$ cat config.mk
export PLATFORM = sky130hd
export DESIGN_NAME = load_cell_break_test_monitor
export DESIGN_NICKNAME = d
export VERILOG_FILES = /design/src/rtl/core/lcbtm_pkg.sv /design/src/rtl/core/load_cell_break_test_monitor.sv
export VERILOG_INCLUDE_DIRS = /design/src /design/src/rtl/core
export SDC_FILE = /design/constraint.sdc
export NUM_CORES = 2
export LEC_CHECK = 0
export ABC_AREA = 1
export BUFFER_PORTS_ARGS = -buffer_cell sky130_fd_sc_hd__buf_2
export CORE_MARGIN = 1
export CORE_UTILIZATION = 40
export DETAILED_ROUTE_END_ITERATION = 10
export GPL_ROUTABILITY_DRIVEN = 0
export GPL_TIMING_DRIVEN = 0
export PLACE_DENSITY_LB_ADDON = 0.3
export SLEW_MARGIN = 20
export SYNTH_ARGS = -nofsm -noshare
export SYNTH_HDL_FRONTEND = slang
export SYNTH_SLANG_ARGS = --single-unit
$ cat constraint.sdc
create_clock -name clk -period 12.8 [get_ports clk]
set_input_delay 2.56 -clock clk [delete_from_list [all_inputs] [get_ports clk]]
set_output_delay 2.56 -clock clk [all_outputs]
set_load 0.01 [all_outputs]
$ cat src/rtl/core/assert_macros.svh
// Assertion helpers used by the RTL.
`ifndef ASSERT_MACROS_SVH
`define ASSERT_MACROS_SVH

// Property checked on every rising clock edge outside reset.
`define ASSERT_CLK(label, prop, msg) \
	label: assert property (@(posedge clk) disable iff (!arst_n) (prop)) else $error(msg);

// Same-cycle implication checked on every rising clock edge outside reset.
`define ASSERT_IMPL(label, ante, cons, msg) \
	`ASSERT_CLK(label, (ante) |-> (cons), msg)

`endif

$ cat src/rtl/core/lcbtm_pkg.sv
package lcbtm_pkg;

	// Field widths.
	localparam int MODE_W     = 2;
	localparam int SAMPLE_W   = 24;
	localparam int FORCE_W    = 25;
	localparam int OUT_DATA_W = 80;
	localparam int CFG_ADDR_W = 2;
	localparam int CFG_DATA_W = 24;

	// Internal widths.
	localparam int DB_W      = 23;
	localparam int BRK_W     = 24;
	localparam int TMR_W     = 16;
	localparam int SUM_W     = 29;
	localparam int SUM_MAG_W = 28;
	localparam int CNT_W     = 5;

	// Default number of samples averaged for the zero offset.
	localparam int TARE_SAMPLES_DEF = 20;

	// Register indexes on the configuration port.
	localparam logic [CFG_ADDR_W-1:0] REG_DEADBAND   = 2'd0;
	localparam logic [CFG_ADDR_W-1:0] REG_BREAK      = 2'd1;
	localparam logic [CFG_ADDR_W-1:0] REG_AUTO_START = 2'd2;
	localparam logic [CFG_ADDR_W-1:0] REG_BREAK_HOLD = 2'd3;

	// Register reset values.
	localparam logic [DB_W-1:0]  DEADBAND_RST   = 23'd75;
	localparam logic [BRK_W-1:0] BREAK_RST      = 24'd25000;
	localparam logic [TMR_W-1:0] AUTO_START_RST = 16'd5000;
	localparam logic [TMR_W-1:0] BREAK_HOLD_RST = 16'd5000;

	// Event kinds carried in tuser.
	localparam logic [MODE_W-1:0] MODE_SAMPLE = 2'd0;
	localparam logic [MODE_W-1:0] MODE_TICK   = 2'd1;
	localparam logic [MODE_W-1:0] MODE_PRESS  = 2'd2;

	typedef enum logic [1:0] {
		PH_MENU   = 2'd0,
		PH_TARE   = 2'd1,
		PH_RUN    = 2'd2,
		PH_BROKEN = 2'd3
	} phase_t;

endpackage

$ cat src/rtl/core/load_cell_break_test_monitor.sv
// Break test monitor for a load cell. Each input beat is one event, its kind in s_tuser
// (sample, millisecond tick or select press) and a signed 24-bit raw conversion in s_tdata;
// every event gives exactly one result beat with the phase (menu, taring, running, broken),
// the deadbanded force, the signed peak, the latched break value, a break flag and the view
// selection. One event is taken per clock cycle when the result side keeps up; an event passes
// an input register and then a result register, and its result beat is presented once the event
// has moved into the result register, which it does not do while the result side stalls.
// The zero offset is the mean of TARE_SAMPLES samples, truncated toward zero, worked out by a
// reciprocal multiply in the cycle of the last taring sample. The user must write configuration
// through the cfg port only while no event is in flight; the block itself does not enforce it.
`include "assert_macros.svh"

module load_cell_break_test_monitor #(
	parameter int TARE_SAMPLES = lcbtm_pkg::TARE_SAMPLES_DEF
) (
	input  logic                                clk,
	input  logic                                arst_n,
	input  logic                                s_tvalid,
	output logic                                s_tready,
	input  logic [lcbtm_pkg::SAMPLE_W-1:0]      s_tdata,    // [23:0] sample
	input  logic [lcbtm_pkg::MODE_W-1:0]        s_tuser,    // [1:0] mode
	output logic                                m_tvalid,
	input  logic                                m_tready,
	// [1:0] phase, [26:2] force_res, [51:27] peak, [76:52] break_value,
	// [77] break_event, [78] view_sel, [79] zero
	output logic [lcbtm_pkg::OUT_DATA_W-1:0]    m_tdata,
	input  logic                                cfg_valid,
	output logic                                cfg_ready,
	input  logic [lcbtm_pkg::CFG_ADDR_W-1:0]    cfg_addr,
	input  logic [lcbtm_pkg::CFG_DATA_W-1:0]    cfg_data
);
	import lcbtm_pkg::*;

	// Reciprocal for the offset division: exact floor for magnitudes below 2^SUM_MAG_W.
	localparam int TareLog = $clog2(TARE_SAMPLES);
	localparam int TareShift = SUM_MAG_W + TareLog;
	localparam longint unsigned TareRecipL =
		((64'd1 << TareShift) + 64'(TARE_SAMPLES) - 64'd1) / 64'(TARE_SAMPLES);
	localparam logic [SUM_MAG_W:0] TareRecip = TareRecipL[SUM_MAG_W:0];
	localparam logic [CNT_W-1:0] TareCount = CNT_W'(TARE_SAMPLES);
	localparam int ProdW = 2 * SUM_MAG_W + 1;

	// Configuration registers.
	logic [DB_W-1:0]  deadband_q;
	logic [BRK_W-1:0] break_lvl_q;
	logic [TMR_W-1:0] auto_start_q;
	logic [TMR_W-1:0] break_hold_q;

	// Test state.
	phase_t                     phase_q, phase_d;
	logic [TMR_W-1:0]           ms_timer_q, ms_timer_d;
	logic signed [SAMPLE_W-1:0] zero_offset_q, zero_offset_d;
	logic signed [SUM_W-1:0]    tare_sum_q, tare_sum_d;
	logic [CNT_W-1:0]           tare_count_q, tare_count_d;
	logic signed [FORCE_W-1:0]  last_force_q, last_force_d;
	logic signed [FORCE_W-1:0]  peak_q, peak_d;
	logic signed [FORCE_W-1:0]  latched_q, latched_d;
	logic                       view_q, view_d;

	// Input stage and result stage.
	logic                       valid_s1;
	logic [MODE_W-1:0]          mode_s1;
	logic signed [SAMPLE_W-1:0] sample_s1;
	logic                       advance;
	logic [OUT_DATA_W-1:0]      data_s2;

	// Datapath intermediates.
	logic [TMR_W-1:0]           timer_inc;
	logic signed [SUM_W-1:0]    sum_new;
	logic [SUM_W-1:0]           sum_abs;
	logic [SUM_MAG_W-1:0]       sum_mag;
	logic [ProdW-1:0]           prod;
	logic [SAMPLE_W-1:0]        quot;
	logic [CNT_W-1:0]           count_new;
	logic signed [FORCE_W-1:0]  rel;
	logic [FORCE_W-1:0]         rel_mag;
	logic [FORCE_W-1:0]         peak_mag;
	logic                       in_deadband;
	logic signed [FORCE_W-1:0]  force_db;
	logic [FORCE_W-1:0]         force_mag;
	logic                       brk;
	logic signed [FORCE_W-1:0]  force_out;

	assign cfg_ready = 1'b1;

	// Configuration writes.
	always_ff @(posedge clk or negedge arst_n) begin
		if (!arst_n) begin
			deadband_q   <= DEADBAND_RST;
			break_lvl_q  <= BREAK_RST;
			auto_start_q <= AUTO_START_RST;
			break_hold_q <= BREAK_HOLD_RST;
		end else if (cfg_valid) begin
			case (cfg_addr)
				REG_DEADBAND:   deadband_q   <= cfg_data[DB_W-1:0];
				REG_BREAK:      break_lvl_q  <= cfg_data[BRK_W-1:0];
				REG_AUTO_START: auto_start_q <= cfg_data[TMR_W-1:0];
				REG_BREAK_HOLD: break_hold_q <= cfg_data[TMR_W-1:0];
				default:        deadband_q   <= deadband_q;
			endcase
		end
	end

	// Handshake: the input stage moves on whenever the result register is empty or being taken.
	assign advance  = valid_s1 && (!m_tvalid || m_tready);
	assign s_tready = !valid_s1 || advance;

	always_ff @(posedge clk or negedge arst_n) begin
		if (!arst_n) begin
			valid_s1 <= 1'b0;
		end else if (s_tready) begin
			valid_s1 <= s_tvalid;
		end
	end

	always_ff @(posedge clk) begin
		if (s_tvalid && s_tready) begin
			mode_s1   <= s_tuser;
			sample_s1 <= s_tdata;
		end
	end

	// Saturating millisecond timer.
	assign timer_inc = (ms_timer_q == {TMR_W{1'b1}}) ? ms_timer_q : ms_timer_q + 1'b1;

	// Taring accumulation and the truncating mean.
	assign sum_new   = tare_sum_q + SUM_W'(sample_s1);
	assign count_new = tare_count_q + 1'b1;
	assign sum_abs   = sum_new[SUM_W-1] ? SUM_W'(-sum_new) : SUM_W'(sum_new);
	assign sum_mag   = sum_abs[SUM_MAG_W-1:0];
	assign prod      = ProdW'(sum_mag) * ProdW'(TareRecip);
	assign quot      = prod[TareShift +: SAMPLE_W];

	// Relative force, deadband and magnitudes.
	assign rel         = FORCE_W'(sample_s1) - FORCE_W'(zero_offset_q);
	assign rel_mag     = rel[FORCE_W-1] ? FORCE_W'(-rel) : FORCE_W'(rel);
	assign peak_mag    = peak_q[FORCE_W-1] ? FORCE_W'(-peak_q) : FORCE_W'(peak_q);
	assign in_deadband = rel_mag < FORCE_W'(deadband_q);
	assign force_db    = in_deadband ? '0 : rel;
	assign force_mag   = in_deadband ? '0 : rel_mag;

	// Next state for the event in the input stage.
	always_comb begin
		phase_d       = phase_q;
		ms_timer_d    = ms_timer_q;
		zero_offset_d = zero_offset_q;
		tare_sum_d    = tare_sum_q;
		tare_count_d  = tare_count_q;
		last_force_d  = last_force_q;
		peak_d        = peak_q;
		latched_d     = latched_q;
		view_d        = view_q;
		brk           = 1'b0;
		case (mode_s1)
			MODE_PRESS: begin
				if (phase_q == PH_MENU || phase_q == PH_BROKEN) begin
					phase_d      = PH_TARE;
					view_d       = 1'b0;
					tare_sum_d   = '0;
					tare_count_d = '0;
					last_force_d = '0;
					peak_d       = '0;
					latched_d    = '0;
				end else if (phase_q == PH_RUN) begin
					view_d = !view_q;
				end
			end
			MODE_TICK: begin
				if (phase_q == PH_MENU) begin
					ms_timer_d = timer_inc;
					if (timer_inc >= auto_start_q) begin
						phase_d      = PH_TARE;
						view_d       = 1'b0;
						tare_sum_d   = '0;
						tare_count_d = '0;
						last_force_d = '0;
						peak_d       = '0;
						latched_d    = '0;
					end
				end else if (phase_q == PH_BROKEN) begin
					ms_timer_d = timer_inc;
					if (timer_inc >= break_hold_q) begin
						phase_d    = PH_MENU;
						ms_timer_d = '0;
					end
				end
			end
			MODE_SAMPLE: begin
				if (phase_q == PH_TARE) begin
					tare_sum_d   = sum_new;
					tare_count_d = count_new;
					if (count_new >= TareCount) begin
						zero_offset_d = sum_new[SUM_W-1] ? SAMPLE_W'(-quot) : quot;
						tare_sum_d    = '0;
						tare_count_d  = '0;
						phase_d       = PH_RUN;
					end
				end else if (phase_q == PH_RUN) begin
					last_force_d = force_db;
					if (force_mag > peak_mag) begin
						peak_d = force_db;
					end
					if (force_mag >= FORCE_W'(break_lvl_q)) begin
						latched_d  = (force_mag > peak_mag) ? force_db : peak_q;
						phase_d    = PH_BROKEN;
						ms_timer_d = '0;
						brk        = 1'b1;
					end
				end
			end
			default: begin
				phase_d = phase_q;
			end
		endcase
	end

	assign force_out = (phase_d == PH_RUN || brk) ? last_force_d : '0;

	// State update as each event moves into the result register.
	always_ff @(posedge clk or negedge arst_n) begin
		if (!arst_n) begin
			phase_q       <= PH_MENU;
			ms_timer_q    <= '0;
			zero_offset_q <= '0;
			tare_sum_q    <= '0;
			tare_count_q  <= '0;
			last_force_q  <= '0;
			peak_q        <= '0;
			latched_q     <= '0;
			view_q        <= 1'b0;
		end else if (advance) begin
			phase_q       <= phase_d;
			ms_timer_q    <= ms_timer_d;
			zero_offset_q <= zero_offset_d;
			tare_sum_q    <= tare_sum_d;
			tare_count_q  <= tare_count_d;
			last_force_q  <= last_force_d;
			peak_q        <= peak_d;
			latched_q     <= latched_d;
			view_q        <= view_d;
		end
	end

	// Result register.
	always_ff @(posedge clk or negedge arst_n) begin
		if (!arst_n) begin
			m_tvalid <= 1'b0;
		end else if (advance) begin
			m_tvalid <= 1'b1;
		end else if (m_tready) begin
			m_tvalid <= 1'b0;
		end
	end

	always_ff @(posedge clk) begin
		if (advance) begin
			data_s2 <= {1'b0, view_d, brk, latched_d, peak_d, force_out, phase_d};
		end
	end

	assign m_tdata = data_s2;

	// A break beat always reports the broken phase.
	`ASSERT_IMPL(a_break_phase, m_tvalid && m_tdata[77], m_tdata[1:0] == PH_BROKEN,
		"break beat without broken phase")
	// Force is reported only while running or on the breaking beat.
	`ASSERT_IMPL(a_force_zero, m_tvalid && m_tdata[26:2] != '0,
		m_tdata[1:0] == PH_RUN || m_tdata[77], "force reported outside a test")
	// The tare count never reaches the sample total while taring.
	`ASSERT_IMPL(a_tare_count, phase_q == PH_TARE, tare_count_q < TareCount,
		"tare count overran")
	// The graph view cannot be selected before the test is running.
	`ASSERT_IMPL(a_view_tare, phase_q == PH_TARE, !view_q, "graph view set while taring")

endmodule
# ---- Word-level counts from Yosys, hierarchy flattened
# Index checks and enable logic that the tools add are counted.
dict set report totals {
  in_bits 57
  output_inout_bits 83
  ramBits 0
  mem_count 0
  romBits 0
  ff_bits 338
  wordCells 141
  latchBits 0
}
dict set report op_classes {
  reduce_logical 22
  div 0
  addsub 8
  magnitude_cmp 6
  n_bitwise 0
  n_mul 1
  eq_ne 18
  mux 67
  shifts 0
}
# operator count
set ops {}
lappend ops {{25-bit two-way mux} 21}
lappend ops {{25-bit one-hot mux with 3 select lines} 3}
lappend ops {{29-bit two-way mux} 5}
lappend ops {{16-bit two-way mux} 7}
lappend ops {{29-bit one-hot mux with 3 select lines} 1}
lappend ops {{28-bit by 28-bit multiplier with 56-bit output, second input constant} 1}
lappend ops {{25-bit negator} 2}
lappend ops {{16-bit greater-or-equal comparator} 2}
lappend ops {{16-bit one-hot mux with 2 select lines} 1}
lappend ops {{29-bit by 24-bit adder with 29-bit output} 1}
lappend ops {{28-bit two-way mux} 1}
lappend ops {{28-bit negator} 1}
lappend ops {{25-bit by 24-bit greater-or-equal comparator with 1-bit output} 1}
lappend ops {{25-bit > comparator} 1}
lappend ops {{25-bit by 23-bit < comparator with 1-bit output} 1}
lappend ops {{5-bit two-way mux} 5}
lappend ops {{24-bit by 24-bit subtractor with 25-bit output} 1}
lappend ops {{24-bit two-way mux} 1}
lappend ops {{24-bit negator} 1}
lappend ops {{2-bit two-way mux} 9}
lappend ops {{16-bit by 1-bit adder with 16-bit output, second input constant} 1}
lappend ops {{16-bit equality test, second input constant} 1}
lappend ops {{5-bit one-hot mux with 3 select lines} 1}
lappend ops {{2-bit != test, second input constant} 7}
lappend ops {{other kinds (17)} 46}

# ---- Logic depth before layout (Yosys ltp)
dict set report logic_depth {
  depth_word 12
  mapped_depth 63
  ltp_nobuf 60
}

# ---- Least setup slack after synthesis
# Ideal clock, no wire load.
dict set report synth_timing {
  path_kind {register to register}
  startpoint {register sample_s1[0]}
  endpoint {register zero_offset_q[22]}
  setup_slack_ps 3810
  period_less_slack_ps 8990
  path_stages_with_launch 46
  t_required_ps 12682
  arrival_ps 8872
  setup_time_ps 118
  path_buffers 0
  path_cell_list {edfxtp_1 ha_1 fa_1 nand2_1 inv_1 nand2_1 nand2_1 nand3_1 nand3_2 a31oi_2 nor2_1 o211ai_1 nand2_1 xnor2_1 inv_1 nor3_1 inv_1 o21ai_0 [... 10 more ...] fa_1 inv_1 ha_1 a21oi_1 inv_1 a31oi_1 nand2_1 a21oi_1 o21ai_0 a21oi_1 nand2_1 xor2_1 o21ai_0 nand2_1 nor2_4 nand3_1 nand3_1 nand2_1}
}
dict set report synth_via {
  elab_chain_cells 6
}
# item line_no
set synth_rtl {}
lappend synth_rtl {{from (decl)} load_cell_break_test_monitor.sv:63} ;# logic signed [SAMPLE_W-1:0] sample_s1;
lappend synth_rtl {{from (signal assigned)} load_cell_break_test_monitor.sv:119} ;# sample_s1 <= s_tdata;
lappend synth_rtl {{29-bit by 24-bit adder with 29-bit output (*)} load_cell_break_test_monitor.sv:127} ;# assign sum_new = tare_sum_q + SUM_W'(sample_s1);
lappend synth_rtl {{28-bit negator} load_cell_break_test_monitor.sv:129} ;# assign sum_abs = sum_new[SUM_W-1] ? SUM_W'(-sum_new) : SUM_W'(sum_new);
lappend synth_rtl {{28-bit two-way mux} load_cell_break_test_monitor.sv:129}
lappend synth_rtl {{28-bit by 28-bit multiplier with 56-bit output} load_cell_break_test_monitor.sv:131} ;# assign prod = ProdW'(sum_mag) * ProdW'(TareRecip);
lappend synth_rtl {{24-bit negator} load_cell_break_test_monitor.sv:193} ;# zero_offset_d = sum_new[SUM_W-1] ? SAMPLE_W'(-quot) : quot;
lappend synth_rtl {{24-bit two-way mux (*)} load_cell_break_test_monitor.sv:193}
lappend synth_rtl {{to (signal assigned)} load_cell_break_test_monitor.sv:234} ;# zero_offset_q <= zero_offset_d;
lappend synth_rtl {{to (decl)} load_cell_break_test_monitor.sv:52} ;# logic signed [SAMPLE_W-1:0] zero_offset_q, zero_offset_d;
# Mark *: on every way between the ends. The rest lies on a longest branch, timed or not.
# A chain may end at the register's enable or synchronous reset.

# ---- Final worst setup path
dict set report layout_timing {
  startpoint {register sample_s1[0]}
  endpoint {register zero_offset_q[20]}
}
# Same word-level chain as after synthesis.

==> flow_metrics.env <==
export IMPL_outcome="finished clean"
export IMPL_ys_flop_type="dfrtp_1"
export IMPL_cp_slowest_cell="xor2_1"
export IMPL_std_cell_rows=111
export IMPL_cts_tree="yes"
export IMPL_grt_max_degree=77
export IMPL_worst_setup_path_start_kind="flip-flop"
export IMPL_final_cell_mix="nand2_1 (1065), inv_1 (1035), ha_1 (439)"
export IMPL_vias=32233
export IMPL_yosysTopAreaCellShare_pct=16.7
export IMPL_drive_gt1_share_pct=6.06
export IMPL_cts_buffers=37
export IMPL_synth_seq_area_share_pct=24.1
export IMPL_ff2ff_path_depth=44
export IMPL_critPathCaptureType="flip-flop"
export IMPL_rsz0062_at_grt="false"
export IMPL_cp_arrival_ns=12.33
export IMPL_fin_crit_sh_pct=92.9
export IMPL_synth_top_cell_by_area="fa_1"
export IMPL_min_path_type="reg -> reg"
export IMPL_io_pins=140
export IMPL_grt_pass1_vias=31406
export IMPL_ys_ff_latch=338
export IMPL_netlist_area_um2=37300
export IMPL_slew_headroom_pct=22.2
export IMPL_ant_nets=0
export IMPL_hold_buffers=0
export IMPL_fin_setup_tns_ns=0
export IMPL_max_stage_delay_ns=0.91
export IMPL_grt_overflow=0
export IMPL_syn_to_final_growth_pct=9.60
export IMPL_synth_edf_count=105
export IMPL_n_antenna_cell=0
export IMPL_final_core_util_pct=44.4
export IMPL_finClkSkew_ns=0.0351
export IMPL_synth_fp_nets=5598
export IMPL_layout_commonest_cell="nand2_1"
export IMPL_core_area_um2=92100
export IMPL_worstPathRequired_ns=13.24
export IMPL_slew_violations=0
export IMPL_cts_buffer_depth=3
export IMPL_clkLatencyLatePin_ns=0.59
export IMPL_crit_fanout=10
export IMPL_period_needed_ns=11.89
export IMPL_crit_buf_inv=9
export IMPL_design_area_um2=40900
export IMPL_initial_utilization_pct=40.5
export IMPL_ys_warn_count=0
export IMPL_synthDistinctLibCells=70
export IMPL_clock_fmax_mhz=84.1
export IMPL_h_tree_depth=2
export IMPL_post_drt_wl_per_cell_um=18.1
export IMPL_synth_cells=4791
export IMPL_layout_nets=5778
export IMPL_worstMarginPinSlew_ns=1.16
export IMPL_critical_path_class="reg -> reg"
export IMPL_ctsResizeCount=0
export IMPL_postCtsSetupBuffers=0
export IMPL_placed_area_um2=39700
export IMPL_viasPerCell=5.16
export IMPL_setup_viol=0
export IMPL_setup_ws_ns=0.913
export IMPL_die_area_um2=94600
export IMPL_finalHoldViolations=0
export IMPL_grtUsageTotal_pct=24.2
export IMPL_clock_sinks=338
export IMPL_port_buffers=137
export IMPL_drv_cap=0
export IMPL_drt_total_wl_um=113000
export IMPL_hpwlAfterDp_um=95100
export IMPL_path_delay_family="adder cells"
export IMPL_grt_antenna_before_repair=0
export IMPL_grt_pass1_wl_um=177000
export IMPL_die_x_um=308
export IMPL_critPathMostFrequentCell="nand2_1"
export IMPL_drt_initial_drc_count=2870
export IMPL_avgSynthCellArea_um2=7.79
export IMPL_place_ws_ns=1.26
export IMPL_path_clk_slew_ns=0.06
export IMPL_drcViolationCount=0
export IMPL_dr_pass1_iters=6
export IMPL_synth_area_leaders="fa_1 (17%), ha_1 (15%), dfrtp_1 (14%)"
export IMPL_async_reset_ff_share_pct=68.9
export IMPL_path_depth=44
export IMPL_min_path_cells=2
export IMPL_cts_root_buf="clkbuf_16"
export IMPL_dieHeight_um=308
-- worst paths after layout --
path                                   startpoint  slack, ns           endpoint
worst max-delay path                 sample_s1[0]       0.91  zero_offset_q[20]
min in group asynchronous                  arst_n       1.83    break_hold_q[1]
worst min register to register  zero_offset_q[19]       0.48  zero_offset_q[19]
worst max register to register       sample_s1[0]       0.91  zero_offset_q[20]
max in group asynchronous                  arst_n       9.91     tare_sum_q[26]
worst min-delay path            zero_offset_q[19]       0.48  zero_offset_q[19]
-- cell type report --
type                       instances  area (um2)
clock inverter                    20         199
clock buffer                      48        1010
sequential                       338        9010
inverter                        1050        3950
fill                            9292       51200
buffer                           112         494
timing repair buffer             141         806
tap                             1243        1560
multi-input combinational       3291       23900
-- worst reg2reg max path: cells and delay by family (launching register included) --
| family | cells | cell delay (ns) |
|---|---|---|
| AND/OR/NAND/NOR | 17 | 1.99 |
| AO/OA/AOI/OAI | 6 | 1.62 |
| buffers and inverters | 9 | 1.51 |
| flip-flops | 1 | 0.54 |
| adder cells (fa/ha/maj) | 10 | 5.00 |
| XOR/XNOR | 2 | 1.11 |
-- cells in the mapped netlist, types with 4 or more instances --
master,instances
buf_2,5
a21oi_1,228
o22ai_1,26
nor3_1,54
nand4_1,37
xnor2_1,20
inv_1,1036
a41oi_1,4
dfstp_2,20
o21ai_1,23
o21ai_0,277
fa_1,311
nor3_2,5
nand2_1,1065
or2_2,6
a31oi_1,12
ha_1,439
o21ai_2,4
nor4_1,13
nand3_1,220
o21bai_1,8
o31ai_1,6
a21o_1,11
buf_6,5
dfrtp_1,213
buf_4,7
edfxtp_1,105
inv_2,7
buf_1,8
xor2_1,118
nor2_1,281
nand3b_1,9
nand2_2,13
clkinv_1,5
o21a_1,14
clkbuf_1,87
a21oi_2,6
a211oi_1,9
o211ai_1,25
-- per-layer routing --
layer	share of wire, %	global-route usage [%]	wire length, um
met5	0	0	0
met4	3.2	7.66	3660
met3	7.1	3.41	8020
met2	44	38.0	50100
met1	45	34.2	51300
-- per-stage QoR --
step	instances	hold WS [ns]
6_report	6243	0.485
4_1_cts	6243	0.483
3_5_place_dp	6175	0.466
2_1_floorplan	4791	0.449
3_3_place_gp	6171	0.465
5_1_grt	6243	0.505
-- logic make-up (layout without fill, tap and decap cells) --
group / after synthesis / after routing / synth area share, %
buffers and inverters: 1162 / 1371 / 11.9
other: 2 / 2 / 0.0201
adder cells (fa/ha/maj): 750 / 750 / 31.4
AO/OA/AOI/OAI: 675 / 675 / 10.1
flip-flops: 338 / 338 / 24.1
XOR/XNOR: 141 / 141 / 3.37
AND/OR/NAND/NOR: 1723 / 1723 / 19.1
-- flip-flops by register name (all words and copies together), names as in the netlist --
name	cells
tare_count_q	5
phase_q	2
deadband_q	23
m_tdata	79
mode_s1	2
view_q	1
valid_s1	1
break_lvl_q	24
ms_timer_q	16
peak_q	25
break_hold_q	16
m_tvalid	1
auto_start_q	16
last_force_q	25
latched_q	25
tare_sum_q	29
zero_offset_q	24
sample_s1	24
Power is left out: the tool's default activity adds up to more than one toggle a clock period on the data nets, which glitch-free logic cannot reach.
